===== config.mk =====
export PLATFORM = sky130hd
export DESIGN_NAME = length_prefixed_deframer_top
export DESIGN_NICKNAME = d
export VERILOG_FILES = /design/src/hw/rtl/lpd_pkg.sv /design/src/hw/rtl/lpd_in_stage.sv /design/src/hw/rtl/lpd_parser.sv /design/src/hw/rtl/length_prefixed_deframer_top.sv
export SDC_FILE = /design/constraint.sdc
export NUM_CORES = 1
export LEC_CHECK = 0
export BUFFER_PORTS_ARGS = -buffer_cell sky130_fd_sc_hd__buf_2
export CAP_MARGIN = 20
export CORE_MARGIN = 4
export CORE_UTILIZATION = 35
export CTS_BUF_LIST = sky130_fd_sc_hd__clkbuf_8
export DETAILED_ROUTE_END_ITERATION = 12
export PLACE_DENSITY = 0.55
export SLEW_MARGIN = 20
export SYNTH_ARGS = -nofsm -noshare
export SYNTH_HDL_FRONTEND = slang
export SYNTH_SLANG_ARGS = --single-unit

===== constraint.sdc =====
create_clock -name clk -period 13.2 [get_ports clk]
set_input_delay 0.66 -clock clk [delete_from_list [all_inputs] [get_ports clk]]
set_output_delay 0.66 -clock clk [all_outputs]
set_load 0.005 [all_outputs]

===== src/hw/rtl/lpd_pkg.sv =====
// ----------------------------------------------------------------------------
// lpd_pkg
// Shared types and constants of the length-prefixed deframer.
// ----------------------------------------------------------------------------
package lpd_pkg;

	// Header is a 2-byte id followed by a 4-byte length.
	localparam int unsigned HEADER_BYTES = 6;
	localparam int unsigned HDR_SHIFT_W  = 8 * (HEADER_BYTES - 1);

	localparam int unsigned CFG_DATA_W = 32;
	localparam int unsigned OUT_DATA_W = 64;

	// Register indexes of the configuration port.
	localparam logic CFG_MAX_LENGTH   = 1'b0;
	localparam logic CFG_HEARTBEAT_ID = 1'b1;

	localparam logic [31:0] MAX_LENGTH_RESET   = 32'd1048576;
	localparam logic [15:0] HEARTBEAT_ID_RESET = 16'd0;

	// Input operation codes.
	localparam logic OP_DATA  = 1'b0;
	localparam logic OP_FLUSH = 1'b1;

	// Result kinds.
	typedef enum logic [1:0] {
		KIND_PAYLOAD   = 2'd0,
		KIND_HEARTBEAT = 2'd1,
		KIND_TOO_LARGE = 2'd2,
		KIND_EMPTY     = 2'd3
	} kind_t;

	// One accepted input item.
	typedef struct packed {
		logic       op;
		logic [7:0] data_byte;
	} in_item_t;

	// One result item.
	typedef struct packed {
		kind_t       kind;
		logic [15:0] message_id;
		logic [7:0]  payload_byte;
		logic        first_flag;
		logic        last_flag;
		logic [31:0] frame_length;
	} result_t;

endpackage


===== src/hw/rtl/lpd_in_stage.sv =====
// ----------------------------------------------------------------------------
// lpd_in_stage
// Deframer input; takes one item per cycle unless output stalls.
// ----------------------------------------------------------------------------
module lpd_in_stage (
	input  logic              clk,
	input  logic              arst_n,
	input  logic              s_tvalid,
	output logic              s_tready,
	input  logic              s_tuser,   // op
	input  logic [7:0]        s_tdata,   // data_byte
	input  logic              advance,
	output logic              valid_s1,
	output lpd_pkg::in_item_t item_s1
);
	import lpd_pkg::*;

	// The register can load whenever it is empty or its item moves on.
	assign s_tready = !valid_s1 || advance;

	// Valid flag of the stage.
	always_ff @(posedge clk or negedge arst_n) begin
		if (!arst_n) begin
			valid_s1 <= 1'b0;
		end else if (s_tready) begin
			valid_s1 <= s_tvalid;
		end
	end

	// Payload of the stage.
	always_ff @(posedge clk) begin
		if (s_tready && s_tvalid) begin
			item_s1.op        <= s_tuser;
			item_s1.data_byte <= s_tdata;
		end
	end

endmodule


===== src/hw/rtl/lpd_parser.sv =====
// ----------------------------------------------------------------------------
// lpd_parser
// Header and payload parser: holds the framing state and forms the result.
// ----------------------------------------------------------------------------
module lpd_parser (
	input  logic              clk,
	input  logic              arst_n,
	input  logic              step,
	input  lpd_pkg::in_item_t item,
	input  logic [31:0]       max_length,
	input  logic [15:0]       heartbeat_id,
	output logic              res_valid,
	output lpd_pkg::result_t  res
);
	import lpd_pkg::*;

	logic [2:0]             header_count_q;
	logic [HDR_SHIFT_W-1:0] header_shift_q;
	logic [15:0]            current_id_q;
	logic [31:0]            current_length_q;
	logic [31:0]            remaining_q;
	logic                   in_payload_q;
	logic                   halted_q;

	logic [2:0]             header_count_d;
	logic [HDR_SHIFT_W-1:0] header_shift_d;
	logic [15:0]            current_id_d;
	logic [31:0]            current_length_d;
	logic [31:0]            remaining_d;
	logic                   in_payload_d;
	logic                   halted_d;

	logic [15:0] hdr_id;
	logic [31:0] hdr_len;
	logic        last;

	// Fields of the complete header once the final length byte arrives.
	assign hdr_id  = header_shift_q[HDR_SHIFT_W-1 -: 16];
	assign hdr_len = {header_shift_q[23:0], item.data_byte};
	assign last    = (remaining_q == 32'd1);

	// Next state and result for the item in the input register.
	always_comb begin
		header_count_d   = header_count_q;
		header_shift_d   = header_shift_q;
		current_id_d     = current_id_q;
		current_length_d = current_length_q;
		remaining_d      = remaining_q;
		in_payload_d     = in_payload_q;
		halted_d         = halted_q;
		res_valid        = 1'b0;
		res.kind         = KIND_PAYLOAD;
		res.message_id   = current_id_q;
		res.payload_byte = 8'd0;
		res.first_flag   = 1'b0;
		res.last_flag    = 1'b0;
		res.frame_length = current_length_q;

		if (item.op == OP_FLUSH) begin
			header_count_d   = 3'd0;
			header_shift_d   = '0;
			current_id_d     = 16'd0;
			current_length_d = 32'd0;
			remaining_d      = 32'd0;
			in_payload_d     = 1'b0;
			halted_d         = 1'b0;
		end else if (halted_q) begin
			// Bytes are dropped until a flush.
		end else if (!in_payload_q) begin
			if (header_count_q < 3'(HEADER_BYTES - 1)) begin
				header_shift_d = {header_shift_q[HDR_SHIFT_W-9:0], item.data_byte};
				header_count_d = header_count_q + 3'd1;
			end else begin
				header_count_d   = 3'd0;
				header_shift_d   = '0;
				current_id_d     = hdr_id;
				current_length_d = hdr_len;
				res.message_id   = hdr_id;
				res.frame_length = hdr_len;
				if (hdr_len > max_length) begin
					halted_d  = 1'b1;
					res_valid = 1'b1;
					res.kind  = KIND_TOO_LARGE;
				end else if (hdr_len == 32'd0) begin
					halted_d  = 1'b1;
					res_valid = 1'b1;
					res.kind  = KIND_EMPTY;
				end else begin
					remaining_d  = hdr_len;
					in_payload_d = 1'b1;
				end
			end
		end else begin
			remaining_d = remaining_q - 32'd1;
			if (last) begin
				in_payload_d = 1'b0;
			end
			if (current_id_q == heartbeat_id) begin
				// Heartbeats are swallowed; one result marks the end.
				res_valid = last;
				res.kind  = KIND_HEARTBEAT;
			end else begin
				res_valid        = 1'b1;
				res.kind         = KIND_PAYLOAD;
				res.payload_byte = item.data_byte;
				res.first_flag   = (remaining_q == current_length_q);
				res.last_flag    = last;
			end
		end
	end

	// Control state of the parser.
	always_ff @(posedge clk or negedge arst_n) begin
		if (!arst_n) begin
			header_count_q <= 3'd0;
			in_payload_q   <= 1'b0;
			halted_q       <= 1'b0;
			remaining_q    <= 32'd0;
		end else if (step) begin
			header_count_q <= header_count_d;
			in_payload_q   <= in_payload_d;
			halted_q       <= halted_d;
			remaining_q    <= remaining_d;
		end
	end

	// Header and message registers; cleared on reset to match a flush.
	always_ff @(posedge clk or negedge arst_n) begin
		if (!arst_n) begin
			header_shift_q   <= '0;
			current_id_q     <= 16'd0;
			current_length_q <= 32'd0;
		end else if (step) begin
			header_shift_q   <= header_shift_d;
			current_id_q     <= current_id_d;
			current_length_q <= current_length_d;
		end
	end

	// A halted parser never sits inside a payload.
	a_halt_no_payload: assert property (@(posedge clk) disable iff (!arst_n)
		halted_q |-> !in_payload_q)
		else $error("parser halted inside a payload");

	// The header counter stays below the header length.
	a_count_range: assert property (@(posedge clk) disable iff (!arst_n)
		header_count_q < 3'(HEADER_BYTES))
		else $error("header count out of range");

	// Inside a payload at least one byte is still due.
	a_remaining: assert property (@(posedge clk) disable iff (!arst_n)
		in_payload_q |-> (remaining_q != 32'd0 && remaining_q <= current_length_q))
		else $error("payload byte count inconsistent");

endmodule


===== src/hw/rtl/length_prefixed_deframer_top.sv =====
// ----------------------------------------------------------------------------
// Each item waits in the input register until the output register is free.
// Throughput: one input item per cycle, held up only by m_tready stalls.
// The rate is set by the combinational parser step between input and output
// registers. Reset (arst_n low) clears the parser and sets max_length to
// 1048576 and heartbeat_id to 0.
// ----------------------------------------------------------------------------
// length_prefixed_deframer_top
// Splits id/length messages into payload, heartbeat and length-error results.
// ----------------------------------------------------------------------------
module length_prefixed_deframer_top (
	input  logic                           clk,
	input  logic                           arst_n,
	input  logic                           s_tvalid,
	output logic                           s_tready,
	input  logic                           s_tuser,   // op
	input  logic [7:0]                     s_tdata,   // data_byte
	output logic                           m_tvalid,
	input  logic                           m_tready,
	output logic [1:0]                     m_tuser,   // kind
	output logic                           m_tlast,   // last_flag
	// message_id[15:0], payload_byte[23:16], first_flag[24], frame_length[56:25]
	output logic [lpd_pkg::OUT_DATA_W-1:0] m_tdata,
	input  logic                           cfg_we,
	input  logic                           cfg_index,
	input  logic [lpd_pkg::CFG_DATA_W-1:0] cfg_data
);
	import lpd_pkg::*;

	logic        max_length_q;
	logic [31:0] max_length_val_q;
	logic [15:0] heartbeat_id_q;
	logic        valid_s1;
	in_item_t    item_s1;
	logic        advance;
	logic        res_valid;
	result_t     res;
	result_t     out_q;

	// Configuration registers.
	always_ff @(posedge clk or negedge arst_n) begin
		if (!arst_n) begin
			max_length_val_q <= MAX_LENGTH_RESET;
			heartbeat_id_q   <= HEARTBEAT_ID_RESET;
		end else if (cfg_we) begin
			case (cfg_index)
				CFG_MAX_LENGTH:   max_length_val_q <= cfg_data[31:0];
				CFG_HEARTBEAT_ID: heartbeat_id_q   <= cfg_data[15:0];
				default: ;
			endcase
		end
	end

	// Flag that a max_length write has been seen since reset.
	always_ff @(posedge clk or negedge arst_n) begin
		if (!arst_n) begin
			max_length_q <= 1'b0;
		end else if (cfg_we && cfg_index == CFG_MAX_LENGTH) begin
			max_length_q <= 1'b1;
		end
	end

	// The input item moves on when the output register is free.
	assign advance = valid_s1 && (!m_tvalid || m_tready);

	lpd_in_stage u_in (
		.clk      (clk),
		.arst_n   (arst_n),
		.s_tvalid (s_tvalid),
		.s_tready (s_tready),
		.s_tuser  (s_tuser),
		.s_tdata  (s_tdata),
		.advance  (advance),
		.valid_s1 (valid_s1),
		.item_s1  (item_s1)
	);

	lpd_parser u_parser (
		.clk          (clk),
		.arst_n       (arst_n),
		.step         (advance),
		.item         (item_s1),
		.max_length   (max_length_val_q),
		.heartbeat_id (heartbeat_id_q),
		.res_valid    (res_valid),
		.res          (res)
	);

	// Output register valid flag.
	always_ff @(posedge clk or negedge arst_n) begin
		if (!arst_n) begin
			m_tvalid <= 1'b0;
		end else if (advance) begin
			m_tvalid <= res_valid;
		end else if (m_tready) begin
			m_tvalid <= 1'b0;
		end
	end

	// Output register payload.
	always_ff @(posedge clk) begin
		if (advance && res_valid) begin
			out_q <= res;
		end
	end

	assign m_tuser = out_q.kind;
	assign m_tlast = out_q.last_flag;
	assign m_tdata = {7'd0, out_q.frame_length, out_q.first_flag,
		out_q.payload_byte, out_q.message_id};

	// A result that is stalled stays presented in the next cycle.
	a_out_hold: assert property (@(posedge clk) disable iff (!arst_n)
		(m_tvalid && !m_tready) |=> m_tvalid)
		else $error("output result dropped under stall");

	// Only payload results carry first or last marks.
	a_marks: assert property (@(posedge clk) disable iff (!arst_n)
		(m_tvalid && (m_tlast || m_tdata[24])) |-> (m_tuser == KIND_PAYLOAD))
		else $error("first or last mark on a non-payload result");

	// Once written, max_length holds its value until the next write.
	a_cfg_hold: assert property (@(posedge clk) disable iff (!arst_n)
		(max_length_q && !cfg_we) |=> $stable(max_length_val_q))
		else $error("max_length changed without a write");

endmodule


==> Yosys cells after proc, flatten, opt, wreduce, memory -nomap -nowiden <==
Cells that the tools add are included.
{ "classes": {"bitwise": 2, "n_reduce_logical": 17, "add_sub_neg": 2, "order_cmp": 2, "n_eq_ne": 9, "mux": 51} }
{ "op_table": {"columns": ["op", "n"], "rows": [
  ["$mux 32", 10],
  ["$mux 40", 4],
  ["$mux 58", 2],
  ["$mux 16", 5],
  ["$eq 32x1->1 const B", 1],
  ["$eq 32x32->1", 1],
  ["$gt 32x32->1", 1],
  ["$logic_not 32->1", 1],
  ["$sub 32x1->32 const B", 1],
  ["$mux 1", 20],
  ["$mux 10", 2],
  ["$mux 18", 1],
  ["$eq 16x16->1", 1],
  ["$mux 3", 4],
  ["$ne 3x2->1 const B", 3],
  ["$mux 2", 3],
  ["$ne 2x2->1 const B", 3],
  ["$reduce_and 2->1", 3],
  ["$reduce_and 5->1", 1],
  ["$reduce_and 4->1", 1],
  ["$reduce_or 4->1", 1],
  ["$add 3x1->3 const B", 1],
  ["$logic_and 1x1->1", 3],
  ["$lt 3x3->1 const B", 1],
  ["other kinds (6)", 9]
]} }
{ "totals": {"regBits": 244, "output_inout_bits": 69, "in_bits": 47, "elab_cells": 102} }

==> Longest topological paths before layout <==
Gate-level depths: netlist of the first run.
{ "depth": {"ltp_word": 8, "depth_mapped": 12, "depth_no_buf": 10} }

==> By module <==
A second synthesis of the first run with hierarchy kept.
{ "hier_totals": {"cells_unflattened": 1021, "area_unflattened_um2": 12226.7} }
{ "modules_own_cells": {"columns": ["module", "instances", "area_each_um2", "cells_per_inst", "seq_area_each_um2"], "rows": [
  ["lpd_parser", 1, 8051.5, 831, 3128.0],
  ["length_prefixed_deframer_top", 1, 3851.2, 177, 3029.2],
  ["lpd_in_stage", 1, 324.1, 13, 295.3]
]} }

==> Worst setup path after synthesis of the first run <==
No wires, ideal clock.
{ "synth_path": {"kind": "register -> register", "startpoint": "reg u_parser.header_shift_q[22]", "endpoint": "reg out_q (netlist bit m_tdata[0]), enable pin", "n_path_buf": 0, "stages_incl_launch_ff": 9, "path_slack_ps": 8530, "period_less_slack_ps": 4670, "setup_ps": 452, "arrival_ps": 4219, "required_time_ps": 12748, "path_cell_list": "dfrtp_1 -> ha_1 -> nand4_2 -> nor4_2 -> a21bo_2 -> a31oi_4 -> nor3_2 -> or3_4 -> a2111oi_4"} }
{ "synth_between": {"elab_chain_len": 8, "elab_cells_between_ends": 9, "classes_between": "1 x order compare; 6 x mux; 2 x reduce/logical"} }
{ "synth_rtl": {"columns": ["element", "line", "text"], "rows": [
  ["from (decl)", "lpd_parser.sv:18", "logic [HDR_SHIFT_W-1:0] header_shift_q;"],
  ["from (signal assigned)", "lpd_parser.sv:134", "header_shift_q <= header_shift_d;"],
  ["branches (longest 2 deep; another with $gt 32x32->1)", null, null],
  ["$mux 1 *", "lpd_parser.sv:80", "if (hdr_len > max_length) begin"],
  ["$mux 1 *", "lpd_parser.sv:70", "if (header_count_q < 3'(HEADER_BYTES - 1)) begin"],
  ["$mux 1 *", "lpd_parser.sv:69", "end else if (!in_payload_q) begin"],
  ["$mux 1 *", "lpd_parser.sv:67", "end else if (halted_q) begin"],
  ["$mux 1 *", "lpd_parser.sv:59", "if (item.op == OP_FLUSH) begin"],
  ["$logic_and 1x1->1 *", "length_prefixed_deframer_top.sv:102", "if (advance && res_valid) begin"],
  ["to (signal assigned)", "length_prefixed_deframer_top.sv:103", "out_q <= res;"],
  ["to (decl)", "length_prefixed_deframer_top.sv:38", "result_t out_q;"]
]} }
Mark *: on every way between the ends.
A chain may end at the register's enable or synchronous reset.

==> Worst setup path in the final report of the first run <==
{ "layout_path": {"startpoint": "reg u_parser.header_shift_q[22]", "endpoint": "reg out_q (netlist bit m_tdata[9]), enable pin"} }
The elaborated chain is that of the path after synthesis.

==> metrics.md, run 1 <==
| Metric | Value |
|---|---|
| Post-synthesis mux area share | `roughly 6.6%` |
| Post-synthesis sequential area ratio | `between 50 and 60%` |
| # nets final | `between 1k and 1.5k` |
| Top_reg_cell synth | `dfrtp_1` |
| Fmax | `around 0.27 GHz` |
| Worst min-delay path category | `primary input to async pin` |
| Crit end category | `flop` |
| Root Buffer | `clkbuf_8` |
| Syn Inst Count | `1,174` |
| Yosys top cell by area | `dfrtp_1` |
| Worst-skew pair later-pin latency | `approximately 570 ps` |
| Io pins | `116` |
| Largest family of logic cells by synthesized area | `simple AND/OR/NAND/NOR gates` |
| Placed Instances | `1,674` |
| DP Wirelength | `24,600 um` |
| Post-CTS Hold Buffers | `0` |
| Initial drt markers | `roughly 800` |
| Pleak | `approximately 6 nW` |
| Vias in the first global route | `approximately 9k` |
| Initial antenna violation count | `0` |
| Synth Area in Simple Gates | `approximately 16%` |
| Syn-to-layout area delta | `14.7%` |
| Global-route wire length before repair | `between 50,000 and 60,000 um` |
| Ant diodes | `0` |
| CTS sink count | `between 200 and 250` |
| Async set-or-reset flop fraction in the synthesized netlist | `71.7%` |
| Most common cell in the netlist | `nand2_1` |
| Largest net degree at the start of global routing | `72` |
| Core region area | `between 30,000 and 40,000 um^2` |
| Starting Density | `35.6%` |
| Pwr/cell area | `139 nW/um^2` |
| Die area | `~37,000 um^2` |
| Die height | `just under 200 um` |
| GPL Wtd Cong | `0.901` |
| Total congestion overflow | `0` |
| Mapped cell area | `~12,000 um^2` |
| Top cells by area, synth | `dfrtp_1 36%, edfxtp_1 17%, nand2_1 6.6%, mux2_2 6.2%, o21ai_0 5.3%` |
| Type of origin of the critical path | `flop` |
| Setup TNS Final | `0 ps` |
| Detailed Routing Iterations Pass 1 | `9` |
| Flops & latches, synth | `~240` |
| Status | `finished clean` |
| Commonest cells post-synth | `210 x nand2_1, 174 x dfrtp_1, 126 x o21ai_0` |
| Post-CTS setup buffer count | `0` |
| CP required | `~13,000 ps` |
| GRT Total Usage | `between 10% and 20%` |
| Floorplan row count | `67` |
| Reg2reg path depth | `9` |
| ANT nets after route | `0` |
| Unique masters post-synth | `61` |
| Worst Path Arrival | `roughly 3800 ps` |
| IO buf count | `~110` |
| Crit Reg-Reg Startpoint | `u_parser.header_shift_q[22]` |
| PostCTS Resize Cnt | `0` |
| Clock Skew | `a little under 40 ps` |
| Max Slew Vio Count | `0` |
| Crit path max fanout | `34` |
| CP Class | `flop to flop` |
| Max Root-Sink Buffers | `3` |
| Unrepaired setup endpoints after global routing | `false` |
| Die extent in x | `about 190 um` |
| Reg clk slew, reported paths | `about 60 ps` |
| R2r setup slk | `around 9600 ps` |
| Period utilization | `~28%` |
| Post-Synth Adder-Cell Area | `under 10%` |
| Xor/xnor cell area share of the yosys netlist | `under 10%` |
| Final setup vio count | `0` |
| Routed WL | `between 30,000 and 40,000 um` |
| DRC violations left | `0` |
| Vias after detailed routing | `roughly 9k` |
| Avg Cell Area, Syn | `between 10 and 15 um^2` |
| Max_cap viols | `0` |
| Tmin final | `roughly 3600 ps` |
| Slew @ Worst Pin | `about 1100 ps` |
| EDFF count, synth | `69` |
| H-tree levels | `2` |
| Synth top area share | `36.3%` |
| Worst R2R End | `m_tdata[9]` |
| Worst vdd ir | `approximately 0.064 mV` |
| Filler-free cell count of the finished design | `between 1.5k and 2k` |
| Final Hold Vio Count | `0` |
| CTS tree | `built` |
| Area fraction in compound gates after synthesis | `between 10% and 20%` |
| Max_slew headroom | `between 20% and 30%` |
| Drt via density | `about 5.3` |
| Share of cells above drive strength 1 | `20.8%` |
| Total design power | `between 1.5 and 2 mW` |
| DR WL/cell | `a little over 20 um` |
| Total CTS buffers | `42` |
| Ys Warns | `0` |
==> worst max-delay path by stage <==
| stage | start | end |
|---|---|---|
| finish | u_parser.header_shift_q[22] | m_tdata[9] |
| global route | u_parser.header_shift_q[22] | m_tdata[29] |
| CTS | u_parser.header_shift_q[22] | m_tdata[29] |
| detailed placement | u_parser.header_shift_q[22] | m_tdata[0] |
| global placement | u_parser.header_shift_q[22] | m_tdata[0] |
| floorplan | u_parser.header_shift_q[22] | m_tdata[0] |
==> cells by family after synthesis <==
kind of cell,Yosys count
AND/OR/NAND/NOR,420
flip-flops,244
AO/OA/AOI/OAI,234
buffers and inverters,121
multiplexers,71
XOR/XNOR,48
adder cells (fa/ha/maj),35
other,1
==> cell type report <==
class	instances	area [um^2]
tap	448	561
multi-input combinational	815	5090
clock buffer	47	647
timing repair buffer	126	682
inverter	41	154
fill	3303	20000
sequential	244	6450
clock inverter	30	164
==> sequential cells by signal (all words and copies together) (netlist names), 2 cells and up <==
signal                     flops
heartbeat_id_q                16
m_tdata                       57
m_tuser                        2
max_length_val_q              32
u_in.item_s1                   9
u_parser.current_id_q         16
u_parser.current_length_q     32
u_parser.header_count_q        3
u_parser.header_shift_q       40
u_parser.remaining_q          32
==> layout by cell type, fill, tap and decap left out, types with 27 or more instances in the layout <==
cell type / count
nand2_1: 209
dfrtp_1: 174
o21ai_0: 126
buf_2: 107
edfxtp_1: 69
mux2_2: 66
nand3_1: 58
inv_1: 53
xnor2_1: 48
clkbuf_8: 47
a22oi_1: 44
ha_1: 35
nor2_1: 32
a21oi_1: 27
==> power breakdown <==
group          switching (mW)  internal (mW)  total, mW
Clock                   0.316          0.349      0.664
Sequential             0.0810          0.845      0.926
Combinational           0.196          0.130      0.326
Total                   0.592           1.32       1.92
==> per-stage QoR <==
stage / hold slack (ps) / cell area, um^2 / utilization (%) / setup slack (ps)
2_1_floorplan: 364 / 12000 / - / 8530
3_3_place_gp: 464 / 12900 / 38.4 / 9680
3_5_place_dp: 476 / 12900 / 38.4 / 9590
4_1_cts: 140 / 13700 / 40.8 / 9600
5_1_grt: 181 / 13700 / 40.8 / 9390
6_report: 138 / 13700 / 40.8 / 9550
==> metal layers <==
layer	up-vias	share of wire, %	global-route usage (%)
li1	4337	-	-
met2	325	43	28.7
met3	75	6.7	3.13
met1	4491	47	28.5
met4	0	2.8	6.48
met5	-	0	0
==> critical path, stage by stage, from the launching register on <==
cell and delay [ps]:
dfrtp_1 460, ha_1 370, nand4_2 160, nor4_2 490, a21bo_2 290, a31oi_4 190, nor3_2 110, or3_4 350
a2111oi_4 370, buf_4 480
No activity file was read; power rests on OpenSTA's default activity.
==> inputs of run 2 (changes only) <==
--- a/config.mk
+++ b/config.mk
@@ -5,6 +5,7 @@
 export SDC_FILE = /design/constraint.sdc
 export NUM_CORES = 1
 export LEC_CHECK = 0
+export ABC_AREA = 1
 export BUFFER_PORTS_ARGS = -buffer_cell sky130_fd_sc_hd__buf_2
 export CAP_MARGIN = 20
 export CORE_MARGIN = 4
==> constraint.sdc (replaced) <==
create_clock -name clk -period 3.65 [get_ports clk]
set_input_delay 0.1825 -clock clk [delete_from_list [all_inputs] [get_ports clk]]
set_output_delay 0.1825 -clock clk [all_outputs]
set_load 0.005 [all_outputs]
==> metrics.md, run 2 <==
| Metric | Value |
|---|---|
| Commonest cells post-synth | `251 x nand2_1, 183 x inv_1, 174 x dfrtp_1` |
| Final setup vio count | `0 (unchanged)` |
| Fmax | `0.351 GHz (+28%)` |
| Floorplan row count | `68 (+1.5%)` |
| GPL Wtd Cong | `0.990 (+9.9%)` |
| GRT Total Usage | `20.8% (+1.6 points)` |
| Cells along the critical path | `inv_1 > ha_1 > nand2_1 > nor2_1 > nand4_1 > nor2_1 > nand2_1 > nand2_1 > nand2_1 > nand2_1 > nand2_1 > nand2_1 > nand3_1 > inv_2 > buf_12` |
| Avg Cell Area, Syn | `8.64 um^2 (-15%)` |
| Die area | `37,800 um^2 (+1.5%)` |
| Post-CTS setup buffer count | `0 (unchanged)` |
| Status | `finished clean` |
| Commonest non-fill, non-tap cell in the layout | `nand2_1` |
| Buf+Inv Stages, Crit Path | `3 (+2)` |
| Async set-or-reset flop fraction in the synthesized netlist | `71.7% (unchanged)` |
| Max_cap viols | `0 (unchanged)` |
| Fin area | `14,600 um^2 (+6.3%)` |
| Top cells by area, synth | `dfrtp_1 36%, edfxtp_1 17%, nand2_1 7.7%, o21ai_0 6.5%, inv_1 5.6%` |
| R2r setup slk | `800 ps (-8760 ps)` |
| DRC violations left | `0 (unchanged)` |
| Commonest cells after routing, fill and taps aside | `250 x nand2_1, 191 x inv_1, 174 x dfrtp_1` |
| Drt via density | `5.16 (-2.0%)` |
| IO buf count | `108 (unchanged)` |
| ANT nets after route | `0 (unchanged)` |
| Starting Density | `35.3% (-0.25 points)` |
| Crit end category | `flop` |
| Max Slew Vio Count | `0 (unchanged)` |
| Unique masters post-synth | `37 (-39%)` |
| Pleak | `6.75 nW (+14%)` |
| Syn Inst Count | `1,409 (+20%)` |
| CP Class | `flop to flop` |
| DR WL/cell | `19.3 um (-6.3%)` |
| Ys Warns | `0 (unchanged)` |
| Vias in the first global route | `10.4k (+16%)` |
| Post-synthesis sequential area ratio | `53.0% (-0.82 points)` |
| Share of cells above drive strength 1 | `13.3% (-7.4 points)` |
| Delay-heaviest family, CP | `simple AND/OR/NAND/NOR gates` |
| Period utilization | `78.2% (+51 points)` |
| Setup TNS Final | `0 ps (unchanged)` |
| Flops & latches, synth | `244 (unchanged)` |
| Die height | `194 um (+0.74%)` |
| Root Buffer | `clkbuf_8` |
| Io pins | `116 (unchanged)` |
| Slew @ Worst Pin | `1130 ps (+17.9 ps)` |
| Final Hold Vio Count | `0 (unchanged)` |
| CTS sink count | `244 (unchanged)` |
| Crit path max fanout | `32 (-5.9%)` |
| Worst min-delay path category | `primary input to flop` |
| Most common cell in the netlist | `nand2_1` |
| Pwr/cell area | `569 nW/um^2 (+310%)` |
| Type of origin of the critical path | `flop` |
| CP required | `3900 ps (-9500 ps)` |
| Max_slew headroom | `24.7% (-0.71 points)` |
| # nets final | `1,652 (+22%)` |
| Clock Skew | `13.9 ps (-25.0 ps)` |
| Global-route wire length before repair | `62,300 um (+13%)` |
| Total design power | `8.32 mW (+330%)` |
| Mapped cell area | `12,200 um^2 (+1.5%)` |
| Die extent in x | `194 um (+0.74%)` |
| Worst-skew pair later-pin latency | `560 ps (about the same)` |
| CTS tree | `built` |
| Core region area | `34,500 um^2 (+2.2%)` |
| Total congestion overflow | `0 (unchanged)` |
| Largest net degree at the start of global routing | `89 (+24%)` |
| Detailed Routing Iterations Pass 1 | `7 (-2)` |
| Yosys top cell by area | `dfrtp_1` |
| Initial drt markers | `792 (-2.8%)` |
| Unrepaired setup endpoints after global routing | `false` |
| Placement Cell Area | `13,200 um^2 (+2.4%)` |
| Vias after detailed routing | `10.6k (+15%)` |
| Total CTS buffers | `44 (+4.8%)` |
| Max Root-Sink Buffers | `3 (unchanged)` |
| H-tree levels | `2 (unchanged)` |
| PostCTS Resize Cnt | `0 (unchanged)` |
| Initial antenna violation count | `1 (+1)` |
| Reg clk slew, reported paths | `60 ps (about the same)` |
| Hold Crit Start | `m_tready` |
| Tmin final | `2850 ps (-793 ps)` |
| CP max stage cell | `dfstp_2` |
| Top_reg_cell synth | `dfrtp_1` |
| Synth top area share | `35.8% (-0.55 points)` |
| EDFF count, synth | `69 (unchanged)` |
| Worst Path Arrival | `3100 ps (-740 ps)` |
| Routed WL | `39,700 um (+10%)` |
| Max reg flops | `57 (unchanged)` |
| Final worst slack | `797 ps (-8760 ps)` |
| Worst vdd ir | `0.246 mV (+290%)` |
| Crit Reg-Reg Startpoint | `max_length_val_q[20]` |
| Syn-to-layout area delta | `20.1%` |
| Most used cell, CP | `nand2_1` |
| Worst path max stage delay | `520 ps (+30 ps)` |
| CP Launch Point | `max_length_val_q[20]` |
| Pre-CTS WS | `847 ps (-8750 ps)` |
| DP Wirelength | `27,900 um (+14%)` |
[run 2: cell types whose count changed after synthesis, moves of 18 or more]
| cell | before | now |
|---|---|---|
| a21oi_1 | 27 | 71 |
| a22oi_1 | 44 | 1 |
| clkbuf_1 | 67 | 45 |
| inv_1 | 41 | 183 |
| mux2_2 | 66 | 0 |
| nand2_1 | 210 | 251 |
| nand3_1 | 58 | 90 |
| nor2_1 | 34 | 105 |
| o21ai_0 | 126 | 158 |
| o22ai_1 | 1 | 71 |
| xnor2_1 | 48 | 18 |
| xor2_1 | 0 | 18 |
[run 2: layer usage]
layer	global-route usage, %	vias up	wire length (um)
met3	3.61	80	2770
li1	-	5049	-
met2	30.4	391	16900
met4	7.63	0	1350
met5	0	-	0
met1	30.9	5113	18700
[run 2: final cells by class]
class,instances,area (um^2)
fill,3495,19800
sequential,244,6450
multi-input combinational,911,4720
timing repair buffer,179,1240
inverter,190,713
clock buffer,50,688
tap,455,569
clock inverter,29,229
antenna,1,2.50
[run 2: report_power, final]
part	internal, mW	switching (mW)	leakage [nW]
logic	0.692	1.44	3.28
clock network	1.54	1.20	0.504
registers	3.13	0.319	2.97
total	5.36	2.96	6.75
[run 2: kinds of logic after synthesis]
logic type,synth area share (%)
AOI/OAI and AO/OA,15.3
xor gates and xnor gates,2.59
and+or+nand+nor,17.0
adders and majority gates,3.60
DFF,53.0
buffers and inverters,8.49
other,0.0308
[run 2: repair_timing]
action | in CTS | in global routing
setup endpoints to repair | 0 | 0
hold endpoints to repair | 142 | 0
hold buffers | 45 | 0
[run 2: final timing paths]
path,to,cells past startpoint
worst max register to register,m_tdata[26],15
worst min-delay path,m_tvalid,4
worst min register to register,u_parser.header_count_q[2],1
max in group asynchronous,u_parser.current_length_q[21],3
worst max-delay path,m_tdata[26],15
min in group asynchronous,u_parser.current_length_q[7],2
[run 2: per-stage QoR]
stage	hold slack [ps]	util, %	std cells
floorplan	-113	-	1415
global placement	351	38.4	1934
detailed placement	351	38.4	1934
CTS	31.8	42.4	2058
global route	74.3	42.4	2058
finish	60.2	42.4	2059
[run 2: worst min-delay path: cells and delay by family]
family / cells / cell delay [ps]
buf+inv: 2 / 120
simple gates: 2 / 260
